File: src/rtl/itrd_pkg.sv
// Shared constants, register codes and helper functions for the radix digit converter.
package itrd_pkg;

  localparam int ValueW    = 64;
  localparam int MaxDigits = 64;
  localparam int DigitW    = 4;
  localparam int CharW     = 7;
  localparam int RadixW    = 5;
  localparam int WselW     = 2;
  localparam int CfgIdxW   = 2;
  localparam int CfgDataW  = 5;
  localparam int CntW      = $clog2(MaxDigits + 1);
  localparam int BitCntW   = $clog2(ValueW);

  localparam logic [CfgIdxW-1:0] RegRadix = CfgIdxW'(0);
  localparam logic [CfgIdxW-1:0] RegWsel  = CfgIdxW'(1);

  localparam logic [RadixW-1:0] RadixMin   = RadixW'(2);
  localparam logic [RadixW-1:0] RadixMax   = RadixW'(16);
  localparam logic [RadixW-1:0] RadixDec   = RadixW'(10);
  localparam logic [RadixW-1:0] RadixReset = RadixW'(10);

  localparam logic [WselW-1:0] Wsel4     = WselW'(0);
  localparam logic [WselW-1:0] Wsel8     = WselW'(1);
  localparam logic [WselW-1:0] Wsel16    = WselW'(2);
  localparam logic [WselW-1:0] Wsel32    = WselW'(3);
  localparam logic [WselW-1:0] WselReset = Wsel32;

  localparam logic [CharW-1:0] CharZero  = CharW'(8'h30);
  localparam logic [CharW-1:0] CharA     = CharW'(8'h41);
  localparam logic [CharW-1:0] CharMinus = CharW'(8'h2D);

  // Mask that keeps the low bits of a negative value at the chosen width.
  function automatic logic [ValueW-1:0] width_mask(input logic [WselW-1:0] sel);
    logic [ValueW-1:0] m;
    unique case (sel)
      Wsel4:   m = ValueW'(64'h0000_0000_0000_000F);
      Wsel8:   m = ValueW'(64'h0000_0000_0000_00FF);
      Wsel16:  m = ValueW'(64'h0000_0000_0000_FFFF);
      default: m = ValueW'(64'h0000_0000_FFFF_FFFF);
    endcase
    return m;
  endfunction

  // ASCII code of one digit, '0'-'9' then 'A'-'F'.
  function automatic logic [CharW-1:0] digit_char(input logic [DigitW-1:0] d);
    logic [CharW-1:0] c;
    if (d < DigitW'(10)) begin
      c = CharZero + CharW'(d);
    end else begin
      c = CharA + CharW'(d - DigitW'(10));
    end
    return c;
  endfunction

  // Clamp a written base into 2..16.
  function automatic logic [RadixW-1:0] clamp_radix(input logic [CfgDataW-1:0] v);
    logic [RadixW-1:0] r;
    priority if (RadixW'(v) < RadixMin) begin
      r = RadixMin;
    end else if (RadixW'(v) > RadixMax) begin
      r = RadixMax;
    end else begin
      r = RadixW'(v);
    end
    return r;
  endfunction

endpackage

File: src/rtl/integer_to_radix_digits.sv
// Top level: converts a signed integer into ASCII digits of a configured base.
//
//  channel   direction  word contents                          handshake
//  s_axis    in         tdata[63:0] = value                    s_axis_tvalid_i/tready_o
//  m_axis    out        tdata[6:0] = char_code, tdata[7] = 0;  m_axis_tvalid_o/tready_i
//                       tlast = last_char
//  cfg       in         index 0 = radix, 1 = width_select      cfg_valid_i/cfg_ready_o
//
// Steps: a word is accepted, then converted one magnitude bit a cycle shifted into a
// row of 64 radix digit cells; then a minus sign is sent if needed, leading zero
// cells are skipped and the characters are sent one by one.
// Reset clears control state and loads radix 10 and width_select 3 at once.
// A stalled output holds the character register; the sequencer waits on it. A new
// input word is taken as soon as the last character sits in the output register.
module integer_to_radix_digits (
  input  logic                          clk_i,
  input  logic                          rst_ni,
  // value[63:0]
  input  logic [itrd_pkg::ValueW-1:0]   s_axis_tdata_i,
  input  logic                          s_axis_tvalid_i,
  output logic                          s_axis_tready_o,
  // char_code[6:0], zero pad[7]
  output logic [7:0]                    m_axis_tdata_o,
  output logic                          m_axis_tlast_o,
  output logic                          m_axis_tvalid_o,
  input  logic                          m_axis_tready_i,
  input  logic                          cfg_valid_i,
  output logic                          cfg_ready_o,
  input  logic [itrd_pkg::CfgIdxW-1:0]  cfg_index_i,
  input  logic [itrd_pkg::CfgDataW-1:0] cfg_data_i
);
  import itrd_pkg::*;

  localparam logic [2:0] StIdle  = 3'd0;
  localparam logic [2:0] StConv  = 3'd1;
  localparam logic [2:0] StMinus = 3'd2;
  localparam logic [2:0] StSkip  = 3'd3;
  localparam logic [2:0] StEmit  = 3'd4;

  // Configuration registers.
  logic [RadixW-1:0] radix_q;
  logic [WselW-1:0]  wsel_q;

  // Sequencer.
  logic [2:0]         state_q, state_d;
  logic [BitCntW-1:0] bit_cnt_q, bit_cnt_d;
  logic [CntW-1:0]    dig_cnt_q, dig_cnt_d;
  logic               minus_q, minus_d;

  // Payload: magnitude shift register and the digit cells.
  logic [ValueW-1:0] mag_q, mag_d;
  logic [DigitW-1:0] cell_q [MaxDigits];
  logic [DigitW-1:0] cell_d [MaxDigits];

  // Output register.
  logic             out_valid_q, out_valid_d;
  logic [CharW-1:0] out_char_q, out_char_d;
  logic             out_last_q, out_last_d;

  logic             s_accept;
  logic             out_free;
  logic             value_neg;
  logic [ValueW-1:0] mag_in;

  // Carry chain of the cells as a generate/propagate add.
  logic [MaxDigits-1:0] gen_v, prop_v;
  logic [MaxDigits:0]   carry_sum;
  logic [MaxDigits:0]   carry_in;
  logic [DigitW-1:0]    cell_next [MaxDigits];

  assign cfg_ready_o     = 1'b1;
  assign s_axis_tready_o = (state_q == StIdle);
  assign s_accept        = s_axis_tvalid_i && s_axis_tready_o;
  assign out_free        = !out_valid_q || m_axis_tready_i;

  assign m_axis_tvalid_o = out_valid_q;
  assign m_axis_tdata_o  = {1'b0, out_char_q};
  assign m_axis_tlast_o  = out_last_q;

  // Magnitude: negate in base ten, wrap to the chosen width in other bases.
  assign value_neg = s_axis_tdata_i[ValueW-1];
  always_comb begin
    if (value_neg && (radix_q == RadixDec)) begin
      mag_in = ValueW'(0) - s_axis_tdata_i;
    end else if (value_neg) begin
      mag_in = s_axis_tdata_i & width_mask(wsel_q);
    end else begin
      mag_in = s_axis_tdata_i;
    end
  end

  // A cell carries out when 2d + c >= base: always if 2d >= base, and only with
  // a carry in if 2d + 1 == base (odd bases).
  always_comb begin
    for (int k = 0; k < MaxDigits; k++) begin
      gen_v[k]  = ({cell_q[k], 1'b0} >= radix_q);
      prop_v[k] = ({cell_q[k], 1'b1} == radix_q);
    end
    carry_sum = {1'b0, gen_v | prop_v} + {1'b0, gen_v} + (MaxDigits + 1)'(mag_q[ValueW-1]);
    carry_in  = carry_sum ^ {1'b0, prop_v};
    for (int k = 0; k < MaxDigits; k++) begin
      if (carry_in[k+1]) begin
        cell_next[k] = DigitW'({cell_q[k], carry_in[k]} - radix_q);
      end else begin
        cell_next[k] = DigitW'({cell_q[k], carry_in[k]});
      end
    end
  end

  always_comb begin
    state_d     = state_q;
    bit_cnt_d   = bit_cnt_q;
    dig_cnt_d   = dig_cnt_q;
    minus_d     = minus_q;
    mag_d       = mag_q;
    cell_d      = cell_q;
    out_valid_d = out_valid_q;
    out_char_d  = out_char_q;
    out_last_d  = out_last_q;

    // Drop the held word once taken.
    if (out_valid_q && m_axis_tready_i) begin
      out_valid_d = 1'b0;
    end

    unique case (state_q)
      StIdle: begin
        if (s_accept) begin
          mag_d     = mag_in;
          minus_d   = value_neg && (radix_q == RadixDec);
          bit_cnt_d = BitCntW'(ValueW - 1);
          for (int k = 0; k < MaxDigits; k++) begin
            cell_d[k] = '0;
          end
          state_d = StConv;
        end
      end
      StConv: begin
        // Shift one magnitude bit into the cells.
        cell_d    = cell_next;
        mag_d     = {mag_q[ValueW-2:0], 1'b0};
        bit_cnt_d = bit_cnt_q - BitCntW'(1);
        if (bit_cnt_q == '0) begin
          dig_cnt_d = CntW'(MaxDigits);
          state_d   = minus_q ? StMinus : StSkip;
        end
      end
      StMinus: begin
        if (out_free) begin
          out_valid_d = 1'b1;
          out_char_d  = CharMinus;
          out_last_d  = 1'b0;
          state_d     = StSkip;
        end
      end
      StSkip: begin
        // Advance past leading zero cells, keeping at least one digit.
        if ((cell_q[MaxDigits-1] == '0) && (dig_cnt_q != CntW'(1))) begin
          for (int k = MaxDigits - 1; k > 0; k--) begin
            cell_d[k] = cell_q[k-1];
          end
          cell_d[0] = '0;
          dig_cnt_d = dig_cnt_q - CntW'(1);
        end else begin
          state_d = StEmit;
        end
      end
      StEmit: begin
        if (out_free) begin
          out_valid_d = 1'b1;
          out_char_d  = digit_char(cell_q[MaxDigits-1]);
          out_last_d  = (dig_cnt_q == CntW'(1));
          for (int k = MaxDigits - 1; k > 0; k--) begin
            cell_d[k] = cell_q[k-1];
          end
          cell_d[0] = '0;
          dig_cnt_d = dig_cnt_q - CntW'(1);
          if (dig_cnt_q == CntW'(1)) begin
            state_d = StIdle;
          end
        end
      end
      default: begin
        state_d = StIdle;
      end
    endcase
  end

  always_ff @(posedge clk_i or negedge rst_ni) begin
    if (!rst_ni) begin
      state_q     <= StIdle;
      bit_cnt_q   <= '0;
      dig_cnt_q   <= '0;
      minus_q     <= 1'b0;
      out_valid_q <= 1'b0;
      radix_q     <= RadixReset;
      wsel_q      <= WselReset;
    end else begin
      state_q     <= state_d;
      bit_cnt_q   <= bit_cnt_d;
      dig_cnt_q   <= dig_cnt_d;
      minus_q     <= minus_d;
      out_valid_q <= out_valid_d;
      // Writes beyond the two registers fall through.
      if (cfg_valid_i && cfg_ready_o) begin
        if (cfg_index_i == RegRadix) begin
          radix_q <= clamp_radix(cfg_data_i);
        end else if (cfg_index_i == RegWsel) begin
          wsel_q <= WselW'(cfg_data_i);
        end
      end
    end
  end

  always_ff @(posedge clk_i) begin
    mag_q      <= mag_d;
    cell_q     <= cell_d;
    out_char_q <= out_char_d;
    out_last_q <= out_last_d;
  end

endmodule

File: config.mk
export PLATFORM = sky130hd
export DESIGN_NAME = integer_to_radix_digits
export DESIGN_NICKNAME = d
export VERILOG_FILES = /design/src/rtl/itrd_pkg.sv /design/src/rtl/integer_to_radix_digits.sv
export SDC_FILE = /design/constraint.sdc
export NUM_CORES = 2
export LEC_CHECK = 0
export BUFFER_PORTS_ARGS = -buffer_cell sky130_fd_sc_hd__buf_2
export CAP_MARGIN = 5
export CORE_MARGIN = 3
export CORE_UTILIZATION = 35
export DETAILED_ROUTE_END_ITERATION = 12
export PLACE_DENSITY = 0.52
export SLEW_MARGIN = 20
export SYNTH_ARGS = -nofsm -noshare
export SYNTH_HDL_FRONTEND = slang
export SYNTH_SLANG_ARGS = --single-unit
File: constraint.sdc
create_clock -name clk_i -period 29.9 [get_ports clk_i]
set_input_delay 2.99 -clock clk_i [delete_from_list [all_inputs] [get_ports clk_i]]
set_output_delay 2.99 -clock clk_i [all_outputs]
set_load 0.01 [all_outputs]
==> out/results.tsv <==
metric	value	unit
fin_nets	4110	
place_area	34490	sq um
synth.cell_area	32670	sq um
crit_arrival	8270	ps
layout_setup_ws	21960	ps
die_w	311.5	microns
grtUsageMet1	25.97	%
clock_latency	620	ps
start_util	35.48	%
fmax	126.0	MHz
cts.sinks	353	
grt_max_degree	182	
gp_congestion	0.8248	
slew_viol_final	0	
yosysSeqAreaShare	32.08	%
dpl.cell_count	4831	
grt_overflow	0	
min_path_cells	1	
drt.antenna.violating_nets	0	
via_per_inst	5.463	
cts-buffers-inserted	48	
routed_wl	89.46	mm
grt.busiest_layer	met2	
grt_util_met3	2.574	%
io_buffers	85	
antenna_found_initial	3	
die_h	311.5	microns
worstHoldStart	dig_cnt_q[6]	
layout_common_cells	358 x nand2_1, 335 x o21ai_0, 332 x ha_1	
synthTopCellsByArea	edfxtp_1 30%, ha_1 13%, o21ai_0 5.1%	
criticalPathCategory	reg -> reg	
async_flop_share	7.082	%
setup.worst_path.start_class	flip-flop	
status	completed	
track_usage	18.24	%
cts_resized	0	
fin_cells	4921	
synth_edf_count	328	
drt_iter0_markers	1514	
clk_path_buf_depth	3	
whs	467.3	ps
dr.pass1.iters	5	
crit_fanout	35	
slowest_stage	dfstp_4	
vdd_drop_max	0.0001121	V
dp_slack	21820	ps
power_density	130.2	nW/um^2
cp.required	30230	ps
worst_pin_slew	1168	ps
finalClockSkew	22.65	ps
r2r-end	cell_q[14]	
grt_use_met2	29.39	%
synth_warnings	0	
yosysTopAreaCell	edfxtp_1	
num_rows	111	
drc_errors	0	
cts_root_buf	clkbuf_16	
layout_commonest_cell	nand2_1	
postSynthNetCount	4060	
synth_cell_type_count	97	
cp_slowest_stage_delay	1140	ps
worstReg2RegStart	radix_q[1]	
power.leakage	0.01418	uW
synth_flop_cell	edfxtp_1	
cts_tree	done	
hold_violations	0	
grt_pass1_wl	147.2	mm
tns	0	ps
worstRegToRegCells	26	
hold_end	dig_cnt_q[6]	
grt_pass1_vias	27141	
path_common_cell	ha_1	
dieArea	97040	sq um
endpoint_kind	flip-flop	
report.final.setup_viol	0	
relSlewSlack	22.15	%
rsz0062_at_grt	no	
rrSetupSlack	21960	ps
yosysTopAreaCellShare	30.15	%
cts_setup_buffers	0	
htreeDepth	2	
post-route-period-util	26.55	%
hp-class	reg -> reg	
post_drt_wl_per_cell	18.18	microns
syn_inst	3588	
final_area	36000	sq um
period_needed	7939	ps
synth_seq_cells	353	
coreArea	92080	sq um
post_synth.cell_area_avg	9.105	sq um
dp_hpwl	60.48	mm
syn_to_final_growth	10.19	%
drv_cap	0	
ios	88	
clk_pin_slew_worst_paths	50	ps
drive_gt1_share	7.018	%
vias	26885	
ctsHoldBuffers	0	
-- cells by family (layout without fill, tap and decap cells) --
kind of cell	after synthesis	in the layout	share of synthesized area (%)
and+or+nand+nor	1119	1119	16.49
AOI/OAI and AO/OA	1052	1052	20.23
adders and majority gates	396	396	16.64
DFF	353	353	32.08
buffers and inverters	280	368	3.290
xor gates and xnor gates	217	217	5.978
muxes	169	169	5.277
other	2	4	0.02299
-- critical path: cells and delay by family, from the launching register on --
family / cells / cell delay [ps]
flops: 1 / 1140
xor+xnor: 2 / 380
compound gates: 12 / 3380
fa+ha+maj: 4 / 1120
simple gates: 2 / 320
mux: 1 / 120
buf+inv: 5 / 1140
-- cell usage after synthesis, types with 25 or more instances --
master	instances
nand2_1	360
o21ai_0	335
ha_1	332
edfxtp_1	328
nor2_1	267
a21oi_1	257
inv_1	168
mux2i_1	146
xnor2_1	126
a21o_1	117
clkbuf_1	99
nand3_1	91
xor2_1	84
fa_1	64
nor3_1	63
and3_1	61
o21a_1	54
a22o_1	52
nor2b_1	50
nand2b_1	38
or3_1	34
nor4_1	27
o31ai_1	26
nand4_1	25
-- layer usage --
layer / routed length (microns) / vias to the layer above / part of all wire, %
met3: 3705 / 107 / 4.1
met1: 43900 / 12884 / 49
met2: 40140 / 476 / 45
met5: 13 / - / 0.015
li1: - / 13416 / -
met4: 1698 / 2 / 1.9
-- area by class of cell --
| cell class | instances | area, sq um |
|---|---|---|
| multi-input combinational | 2955 | 21150 |
| antenna | 2 | 5.005 |
| sequential | 353 | 10490 |
| tap | 1243 | 1555 |
| timing repair buffer | 110 | 650.6 |
| inverter | 170 | 649.4 |
| clock buffer | 60 | 1246 |
| fill | 9361 | 56080 |
| clock inverter | 28 | 260.3 |
-- worst max path at each step --
stage               cells after the start       startpoint          to  slack (ps)
floorplan                               5  s_axis_tvalid_i   cell_q[0]       15100
global placement                       24       radix_q[1]  cell_q[47]       21920
detailed placement                     19       radix_q[1]  cell_q[17]       21820
CTS                                    19       radix_q[1]  cell_q[17]       21830
global route                           25       radix_q[1]  cell_q[71]       21290
finish                                 26       radix_q[1]  cell_q[14]       21960
-- registers in the layout, summed over array words and instances (netlist names) --
register and flops:
radix_q 5, bit_cnt_q 6, state_q 3, cell_q 256, m_axis_tlast_o 1, minus_q 1
dig_cnt_q 7, m_axis_tvalid_o 1, wsel_q 2, mag_q 64, out_char_q 7
-- through the flow --
step / util [%] / total power, uW
after floorplan: - / 3476
after global placement: 37.45 / 4120
after detailed placement: 37.45 / 4135
after CTS: 39.09 / 4729
after global routing: 39.09 / 5163
final: 39.10 / 4687
-- power by group --
| part | internal [uW] | switching (uW) |
|---|---|---|
| logic | 1170 | 1750 |
| clock network | 322 | 243 |
| registers | 983 | 212 |
Power figures use the tool's default switching activity.
